<file path="config.mk">
export PLATFORM = sky130hd
export DESIGN_NAME = pli_div_cell
export DESIGN_NICKNAME = d
export VERILOG_FILES = /design/src/hdl/pli_pkg.sv /design/src/hdl/pli_div_cell.sv
export SDC_FILE = /design/constraint.sdc
export NUM_CORES = 1
export LEC_CHECK = 0
export BUFFER_PORTS_ARGS = -buffer_cell sky130_fd_sc_hd__buf_2
export CORE_UTILIZATION = 40
export CTS_BUF_LIST = sky130_fd_sc_hd__clkbuf_16
export CTS_CLUSTER_SIZE = 20
export DETAILED_ROUTE_END_ITERATION = 10
export GPL_ROUTABILITY_DRIVEN = 0
export GPL_TIMING_DRIVEN = 0
export PLACE_DENSITY = 0.69
export SYNTH_ARGS = -nofsm -noshare
export SYNTH_HDL_FRONTEND = slang
export SYNTH_SLANG_ARGS = --single-unit
</file>
<file path="constraint.sdc">
create_clock -name clk -period 1.5 [get_ports clk]
set_input_delay 0.3 -clock clk [delete_from_list [all_inputs] [get_ports clk]]
set_output_delay 0.3 -clock clk [all_outputs]
set_load 0.005 [all_outputs]
</file>
<file path="src/hdl/pli_pkg.sv">
package pli_pkg;

    // Fraction width and the value that stands for one whole segment.
    localparam int FRAC_W = 17;
    localparam logic [FRAC_W-1:0] FRAC_ONE = 17'd65536;

    // Remainder and divisor widths of the fraction divider.
    localparam int DEN_W = 33;
    localparam int REM_W = 34;

    // Data handed from one divider cell to the next.
    typedef struct packed {
        logic              valid;
        logic              den_zero;
        logic [REM_W-1:0]  rem;
        logic [DEN_W-1:0]  den;
        logic [FRAC_W-1:0] quot;
    } div_cell_t;

endpackage

</file>
<file path="src/hdl/pli_div_cell.sv">
module pli_div_cell
    import pli_pkg::*;
(
    input  logic      clk,
    input  logic      rst_n,
    input  div_cell_t cell_in,
    output div_cell_t cell_out
);

    logic              ge;
    logic [REM_W-1:0]  rem_sub;
    logic              valid_reg;
    logic              den_zero_reg;
    logic [REM_W-1:0]  rem_reg;
    logic [DEN_W-1:0]  den_reg;
    logic [FRAC_W-1:0] quot_reg;

    // One restoring step: compare, subtract, shift in one quotient bit.
    assign ge      = cell_in.rem >= {1'b0, cell_in.den};
    assign rem_sub = ge ? (cell_in.rem - {1'b0, cell_in.den}) : cell_in.rem;

    // The valid flag is control state; the payload follows it.
    always_ff @(posedge clk or negedge rst_n)
    begin
        if (!rst_n)
        begin
            valid_reg <= 1'b0;
        end
        else
        begin
            valid_reg <= cell_in.valid;
        end
    end

    always_ff @(posedge clk)
    begin
        den_zero_reg <= cell_in.den_zero;
        den_reg      <= cell_in.den;
        rem_reg      <= {rem_sub[REM_W-2:0], 1'b0};
        quot_reg     <= {cell_in.quot[FRAC_W-2:0], ge};
    end

    assign cell_out = '{valid: valid_reg, den_zero: den_zero_reg, rem: rem_reg,
                        den: den_reg, quot: quot_reg};

endmodule

</file>
==> results.sh, run 1 <==
export IMPL_first_pass_iters=4
export IMPL_ant_nets=0
export IMPL_max_clock_freq_mhz=406
export IMPL_setup_slack_ns=-0.962
export IMPL_cp_slowest_cell="a221oi_4"
export IMPL_ys_async_sr_fraction_pct=1.18
export IMPL_yosysSeqAreaShare_pct=40.1
export IMPL_rsz0062_at_grt="yes"
export IMPL_power_share_clock_pct=34.4
export IMPL_failed_checks="setup timing"
export IMPL_status="complete, but fails checks"
export IMPL_dieArea_um2=11100
export IMPL_clkSlewWorstSetupHoldPaths_ns=0.06
export IMPL_synth_top_area_share_pct=39.5
export IMPL_dpl_hpwl_um=8390
export IMPL_p_total_mw=6.95
export IMPL_end_kind="flip-flop"
export IMPL_cts_sinks=85
export IMPL_grt_usage_pct=19.9
export IMPL_synth_area_um2=4260
export IMPL_drv_cap=0
export IMPL_ys_types=62
export IMPL_drt_initial_drc_count=156
export IMPL_n_antenna_cell=0
export IMPL_dieHeight_um=105
export IMPL_p_comb_share_pct=28.4
export IMPL_clockRootBuffer="clkbuf_16"
export IMPL_hold_depth=1
export IMPL_pin_count=174
export IMPL_syn_nets=577
export IMPL_p_int_mw=4.95
export IMPL_yosys_warnings=0
export IMPL_hold_violations=0
export IMPL_synth_most_common_cell="dfxtp_1"
export IMPL_leakagePower_nw=3.08
export IMPL_syn_to_final_growth_pct=46.1
export IMPL_synthTopCellsByArea="dfxtp_1, ha_1, o21ai_2, inv_1, a21oi_1"
export IMPL_synth_edf_count=0
export IMPL_avgSynthCellArea_um2=9.36
export IMPL_path_class="input pin to flip-flop"
export IMPL_p_sw_share_pct=28.7
export IMPL_seq_power_share_pct=37.2
export IMPL_maxSlewViolCount=0
export IMPL_grt_pass1_vias=3832
export IMPL_numPortBuffers=171
export IMPL_crit_required_ns=1.73
export IMPL_fin_nets=780
export IMPL_coreArea_um2=10300
export IMPL_htreeDepth=3
export IMPL_yosys_area_top_type="dfxtp_1"
export IMPL_hold_class="input pin to flip-flop"
export IMPL_period_needed_ns=2.46
export IMPL_synth_cells=455
export IMPL_routed_wl_um=11500
export IMPL_vias=3954
export IMPL_critPathLaunchType="input pin"
export IMPL_die_w_um=105
export IMPL_grt_pass1_wl_um=17500
export IMPL_row_count=37
export IMPL_cp_slowest_stage_delay_ns=0.36
export IMPL_power_density_nw_per_um2=1120
export IMPL_finalSetupViolCount=34
export IMPL_setup_tns_ns=-29.98
export IMPL_routedWlPerCell_um=14.4
export IMPL_grt_max_degree=16
export IMPL_switching_power_mw=2.00
export IMPL_antenna_found_initial=0
export IMPL_worstPathMaxFanout=4
export IMPL_grt_overflow=0
export IMPL_drc=0
export IMPL_synth_main_ff_cell="dfxtp_1"
export IMPL_path_cells="buf_12 -> inv_12 -> ha_4 -> inv_2 -> fa_2 -> a21o_1 -> a221oi_4 -> buf_4 -> o211a_4 -> o21ai_4 -> a211oi_4 -> o311ai_2 -> xnor2_1 -> o21ai_1"
export IMPL_cts_buffer_depth=2
export IMPL_cts_tree="built"
export IMPL_fin_hold_ws_ns=0.0590
export IMPL_cp_data_arrival_time_ns=2.69
export IMPL_start_util_pct=41.3
export IMPL_drive_gt1_share_pct=45.4
export IMPL_ir_drop_mv=0.652
export IMPL_numCtsBuffers=9
export IMPL_ys_top_cells_by_count="dfxtp_1, inv_1, nand2_1"
export IMPL_viasPerCell=4.95
export IMPL_ys_ff_latch=85
export IMPL_finalCritPeriodShare_pct=164
area by class of cell:
| cell class | count | area [µm²] |
|---|---|---|
| clock buffer | 9 | 225 |
| fill | 868 | 4100 |
| inverter | 45 | 181 |
| clock inverter | 7 | 98.8 |
| buffer | 18 | 175 |
| multi-input combinational | 305 | 2490 |
| tap | 136 | 170 |
| timing repair buffer | 194 | 1180 |
| sequential | 85 | 1710 |
final timing paths:
kind                       slack [ns]      endpoint   startpoint
max in group asynchronous        1.16     valid_reg        rst_n
max                             -0.96   rem_reg[33]  cell_in[50]
min                              0.06  den_zero_reg  cell_in[84]
min in group asynchronous        0.26     valid_reg        rst_n
layer usage:
layer  GRT usage [%]  vias to the layer above  routed length [µm]
met3            6.49                       23                 815
met2            34.1                      163                5460
met1            22.9                     1792                5000
li1                -                     1976                   -
met5               0                        -                   0
met4            7.85                        0                 228
cells in the final DEF, fill, tap and decap left out, drive strengths merged, types with 2 or more instances in the layout:
cell | synthesis | routed
a2111oi | 2 | 2
a211o | 2 | 2
a211oi | 3 | 3
a21boi | 2 | 2
a21o | 12 | 12
a21oi | 34 | 34
a31oi | 3 | 3
and3 | 9 | 9
buf | 17 | 203
bufinv | 0 | 2
clkbuf | 3 | 17
clkinvlp | 0 | 2
dfxtp | 84 | 84
ha | 33 | 33
inv | 45 | 48
nand2 | 52 | 52
nand2b | 4 | 4
nand3 | 6 | 6
nand4 | 5 | 5
nor2 | 14 | 14
nor2b | 3 | 3
nor3 | 4 | 4
nor4 | 4 | 4
o211ai | 3 | 3
o21a | 4 | 4
o21ai | 48 | 48
o21bai | 6 | 6
o31ai | 6 | 6
or3 | 2 | 2
xnor2 | 15 | 15
xor2 | 13 | 13
repair_timing:
item	in CTS	in global routing
hold endpoints to repair	1	0
pin swaps	14	35
endpoints found under the setup margin	34	34
gates cloned	2	5
hold buffers	1	0
resized for setup	22	48
buffers inserted	12	4
kinds of logic after synthesis:
| logic type | synth area share (%) |
|---|---|
| compound gates | 23.5 |
| xor+xnor | 5.76 |
| fa+ha+maj | 10.2 |
| buf+inv | 7.90 |
| flops | 40.1 |
| mux | 0.352 |
| other cells | 0.0880 |
| simple gates | 12.2 |
stage by stage:
step           area, µm²  util [%]  cells  setup slack [ns]
2_1_floorplan       4320         -    455             -1.03
3_3_place_gp        5340      51.7    762             -1.49
3_5_place_dp        5340      51.7    762             -1.49
4_1_cts             5910      57.3    793            -0.925
5_1_grt             6220      60.3    799             -1.03
6_report            6220      60.3    799            -0.962
worst max-delay path, delay by kind of cell:
| family | cells | cell delay, ns |
|---|---|---|
| AO/OA/AOI/OAI | 7 | 1.40 |
| adder cells (fa/ha/maj) | 2 | 0.45 |
| buffers and inverters | 4 | 0.36 |
| XOR/XNOR | 1 | 0.17 |
power by group through the flow:
stage	Combinational (mW)	Sequential [mW]	Clock (mW)
3_3_place_gp	1.62	2.63	0
3_5_place_dp	1.64	2.63	0
2_1_floorplan	1.00	2.67	0
4_1_cts	1.79	2.58	2.45
5_1_grt	2.14	2.61	2.55
6_report	1.97	2.58	2.39
(Power assumes the default switching activity.)
==> run 2, diff against run 1 <==
PLACE_DENSITY = 0.68   (was 0.69)
==> results.sh, run 2 (synthesis results as in run 1) <==
export IMPL_row_count=37
export IMPL_mostFrequentLayoutCells="buf_2, dfxtp_1, inv_1"
export IMPL_final_common_cell="buf_2"
export IMPL_routed_wl_um=11000
export IMPL_power_share_clock_pct=34.7
export IMPL_crit_buf_inv=4
export IMPL_crit_path_start="cell_in[50]"
export IMPL_grt_pass1_vias=3758
export IMPL_path_class="input pin to flip-flop"
export IMPL_p_comb_share_pct=27.4
export IMPL_drc=0
export IMPL_ir_drop_mv=0.611
export IMPL_htreeDepth=3
export IMPL_fin_nets=775
export IMPL_hold_class="input pin to flip-flop"
export IMPL_holdCritStartpoint="cell_in[84]"
export IMPL_drive_gt1_share_pct=44.1
export IMPL_n_antenna_cell=0
export IMPL_dpl_hpwl_um=8440
export IMPL_viasPerCell=4.95
export IMPL_switching_power_mw=1.94
export IMPL_cts_sinks=85
export IMPL_drt_initial_drc_count=127
export IMPL_p_sw_share_pct=28.5
export IMPL_power_density_nw_per_um2=1130
export IMPL_ant_nets=0
export IMPL_critPathLaunchType="input pin"
export IMPL_cp_data_arrival_time_ns=2.58
export IMPL_vias=3932
export IMPL_grt_max_degree=16
export IMPL_numPortBuffers=171
export IMPL_cts_buffer_depth=2
export IMPL_crit_family="compound AO/OA/AOI/OAI gates"
export IMPL_p_int_mw=4.87
export IMPL_status="complete, but fails checks"
export IMPL_path_cells="buf_12 -> inv_12 -> ha_4 -> inv_2 -> fa_2 -> a21o_1 -> a221oi_4 -> o21ai_2 -> a21boi_4 -> o31ai_4 -> a21oi_4 -> buf_12 -> mux2_4"
export IMPL_setup_slack_ns=-0.848
export IMPL_grt_overflow=0
export IMPL_drv_cap=0
export IMPL_die_w_um=105
export IMPL_setup_tns_ns=-26.67
export IMPL_dieArea_um2=11100
export IMPL_antenna_found_initial=0
export IMPL_p_total_mw=6.81
export IMPL_grt_pass1_wl_um=17500
export IMPL_period_needed_ns=2.35
export IMPL_failed_checks="setup timing"
export IMPL_first_pass_iters=4
export IMPL_crit_required_ns=1.73
export IMPL_rsz0062_at_grt="yes"
export IMPL_grt_usage_pct=20.0
export IMPL_start_util_pct=41.3
export IMPL_finalSetupViolCount=34
export IMPL_cp_slowest_stage_delay_ns=0.34
export IMPL_end_kind="flip-flop"
export IMPL_max_clock_freq_mhz=426
export IMPL_finalCritPeriodShare_pct=157
export IMPL_dieHeight_um=105
export IMPL_cp_common_cell="buf_12"
export IMPL_worstPathMaxFanout=5
export IMPL_leakagePower_nw=2.96
export IMPL_routedWlPerCell_um=13.9
export IMPL_maxSlewViolCount=0
export IMPL_numCtsBuffers=9
export IMPL_fillCellCount=930
export IMPL_pin_count=174
export IMPL_seq_power_share_pct=37.9
export IMPL_cts_tree="built"
export IMPL_hold_violations=0
export IMPL_cp_slowest_cell="fa_2"
export IMPL_clkSlewWorstSetupHoldPaths_ns=0.07
export IMPL_clockRootBuffer="clkbuf_16"
export IMPL_coreArea_um2=10300
export IMPL_syn_to_final_growth_pct=41.6
-- run 2: cell type report --
class	count	area, µm²	share of cell area, %
Buffer	20	196	3.26
Clock buffer	9	225	3.73
Clock inverter	7	90.1	1.49
Inverter	45	181	3.01
Multi-Input combinational cell	305	2430	40.3
Sequential cell	85	1710	28.3
Tap cell	136	170	2.82
Timing Repair Buffer	187	1030	17.2
-- run 2: path summary, 6_finish.rpt --
path / end / slack (ns) / cells after the start
setup / recovery: rem_reg[2] / -0.85 / 13
hold / removal: den_zero_reg / 0.06 / 1
min in group asynchronous: valid_reg / 0.28 / 2
max in group asynchronous: valid_reg / 1.13 / 2
-- run 2: power by group through the flow --
stage	Sequential, mW	Combinational [mW]	Clock [mW]
after floorplan	2.67	1.00	0
after global placement	2.62	1.63	0
after detailed placement	2.63	1.65	0
after CTS	2.58	1.74	2.41
after global routing	2.60	2.05	2.52
final	2.58	1.87	2.36
-- run 2: stage by stage --
stage          hold WS, ns  utilization (%)  area, µm²  instances  worst slack [ns]
2_1_floorplan      0.00441                -       4320        455             -1.03
3_3_place_gp        0.0746             51.7       5340        762             -1.47
3_5_place_dp        0.0753             51.7       5340        762             -1.48
4_1_cts             0.0458             56.3       5810        788            -0.897
5_1_grt             0.0403             58.4       6030        794            -0.917
6_report            0.0594             58.4       6030        794            -0.848
-- run 2: timing repair --
action	in CTS	in global routing
endpoints found under the hold margin	1	0
hold buffers	1	0
pin swaps	9	14
setup buffers	7	6
cloned	2	0
resized for setup	11	38
setup endpoints to repair	34	34
-- run 2: layer usage --
layer  GRT usage, %  up-vias  share of wire, %
met3           4.99        9               5.9
met2           35.1      144                48
met1           24.2     1802                45
li1               -     1977                 -
met4           5.03        0              0.93
met5              0        -                 0
==> run 3, diff against run 2 <==
CORE_ASPECT_RATIO = 0.6   (was not set)
==> results.sh, run 3 (synthesis results as in run 1) <==
export IMPL_mostFrequentLayoutCells="buf_2, dfxtp_1, inv_1"
export IMPL_power_density_nw_per_um2=1150
export IMPL_dpl_hpwl_um=8720
export IMPL_holdCritStartpoint="cell_in[11]"
export IMPL_drv_cap=0
export IMPL_grt_pass1_vias=3629
export IMPL_hold_path_end="quot_reg[12]"
export IMPL_clkSlewWorstSetupHoldPaths_ns=0.06
export IMPL_dieArea_um2=11100
export IMPL_coreArea_um2=10100
export IMPL_cts_buffer_depth=2
export IMPL_hold_class="input pin to flip-flop"
export IMPL_viasPerCell=5.02
export IMPL_dieHeight_um=81.9
export IMPL_cts_tree="built"
export IMPL_routedWlPerCell_um=14.8
export IMPL_cts_sinks=85
export IMPL_maxSlewViolCount=0
export IMPL_leakagePower_nw=2.97
export IMPL_hold_depth=1
export IMPL_pin_count=174
export IMPL_n_antenna_cell=0
export IMPL_ir_drop_mv=0.666
export IMPL_setup_tns_ns=-26.95
export IMPL_relSlewSlack_pct=66.8
export IMPL_finalSetupViolCount=34
export IMPL_grt_max_degree=16
export IMPL_period_needed_ns=2.43
export IMPL_drc=0
export IMPL_hold_violations=0
export IMPL_clockRootBuffer="clkbuf_16"
export IMPL_grt_overflow=0
export IMPL_path_class="input pin to flip-flop"
export IMPL_drive_gt1_share_pct=45.8
export IMPL_setup_slack_ns=-0.929
export IMPL_vias=3999
export IMPL_first_pass_iters=4
export IMPL_start_util_pct=42.2
export IMPL_rsz0062_at_grt="yes"
export IMPL_crit_required_ns=1.74
export IMPL_fillCellCount=895
export IMPL_syn_to_final_growth_pct=44.6
export IMPL_finalCritPeriodShare_pct=162
export IMPL_grt_pass1_wl_um=17100
export IMPL_antenna_found_initial=0
export IMPL_worstPathMaxFanout=3
export IMPL_drt_initial_drc_count=273
export IMPL_status="complete, but fails checks"
export IMPL_final_common_cell="buf_2"
export IMPL_max_clock_freq_mhz=412
export IMPL_numCtsBuffers=9
export IMPL_stdcell_area_um2=6160
export IMPL_numPortBuffers=171
export IMPL_final_util_pct=61.1
export IMPL_htreeDepth=3
export IMPL_cp_data_arrival_time_ns=2.67
export IMPL_seqCellArea_um2=1710
export IMPL_row_count=28
export IMPL_ant_nets=0
export IMPL_end_kind="flip-flop"
export IMPL_placed_cell_area_um2=5340
export IMPL_routed_wl_um=11800
export IMPL_multi_input_area_um2=2500
export IMPL_grt_usage_pct=20.0
export IMPL_fin_hold_ws_ns=0.0500
export IMPL_failed_checks="setup timing"
export IMPL_fin_nets=778
export IMPL_critPathLaunchType="input pin"
export IMPL_worstMarginPinSlew_ns=0.491
export IMPL_die_w_um=135
==> run 3: changes by cell type in the layout (fill, tap and decap cells not counted), sizes merged <==
cell      previous run  this run
clkinv               2         1
clkinvlp             0         1
bufinv               2         3
buf                201       204
inv                 48        47
==> run 3: area by class of cell <==
cell class / instances / area share, %
inverters: 45 / 2.94
well taps: 135 / 2.74
flip-flops and latches: 85 / 27.7
clock inverters: 7 / 1.95
clock buffers: 9 / 3.65
repair buffers: 190 / 16.8
multi-input cells: 305 / 40.6
plain buffers: 20 / 3.61
==> run 3: worst max path at each step <==
stage / start / endpoint / cells after the start / slack (ns)
6_report: cell_in[50] / rem_reg[29] / 13 / -0.93
5_1_grt: cell_in[50] / rem_reg[29] / 13 / -0.93
4_1_cts: cell_in[50] / rem_reg[2] / 13 / -0.86
3_5_place_dp: cell_in[50] / rem_reg[2] / 13 / -1.50
3_3_place_gp: cell_in[50] / rem_reg[3] / 13 / -1.49
2_1_floorplan: cell_in[50] / rem_reg[2] / 12 / -1.03
==> run 3: routing by layer <==
metal / GRT usage [%] / vias up / part of all wire, %
met5: 0 / - / 0
met4: 6.74 / 0 / 1.4
met3: 6.48 / 14 / 8.1
met2: 29.9 / 154 / 42
met1: 27.1 / 1840 / 49
li1: - / 1991 / -
==> run 3: power breakdown <==
| group | switching (mW) | total [mW] | internal, mW |
|---|---|---|---|
| combinational | 1.02 | 1.94 | 0.928 |
| sequential | 0.0617 | 2.58 | 2.52 |
| clock | 0.927 | 2.56 | 1.63 |
==> run 3: what timing repair did <==
action                                  in CTS  in global routing
hold buffers                                 1                  0
setup buffers                                9                  8
pin swaps                                   10                 10
endpoints found under the setup margin      34                 34
endpoints found under the hold margin        1                  0
resized for setup                           15                 44
gates cloned                                 0                  1
==> run 3: worst max-delay path: stages <==
cell      delay, ns
buf_12         0.11
inv_12         0.04
ha_4           0.11
inv_2          0.03
fa_2           0.33
a21o_1         0.21
a221oi_4       0.34
o211a_1        0.28
o21ai_4        0.11
a211oi_4       0.36
o31ai_2        0.14
xnor2_1        0.20
o21ai_1        0.08
==> run 3: per-stage QoR <==
step	cells	power (mW)	worst slack, ns
3_5_place_dp	761	4.28	-1.50
3_3_place_gp	761	4.26	-1.49
5_1_grt	796	7.43	-0.932
6_report	796	7.09	-0.929
2_1_floorplan	455	3.68	-1.03
4_1_cts	787	6.94	-0.863
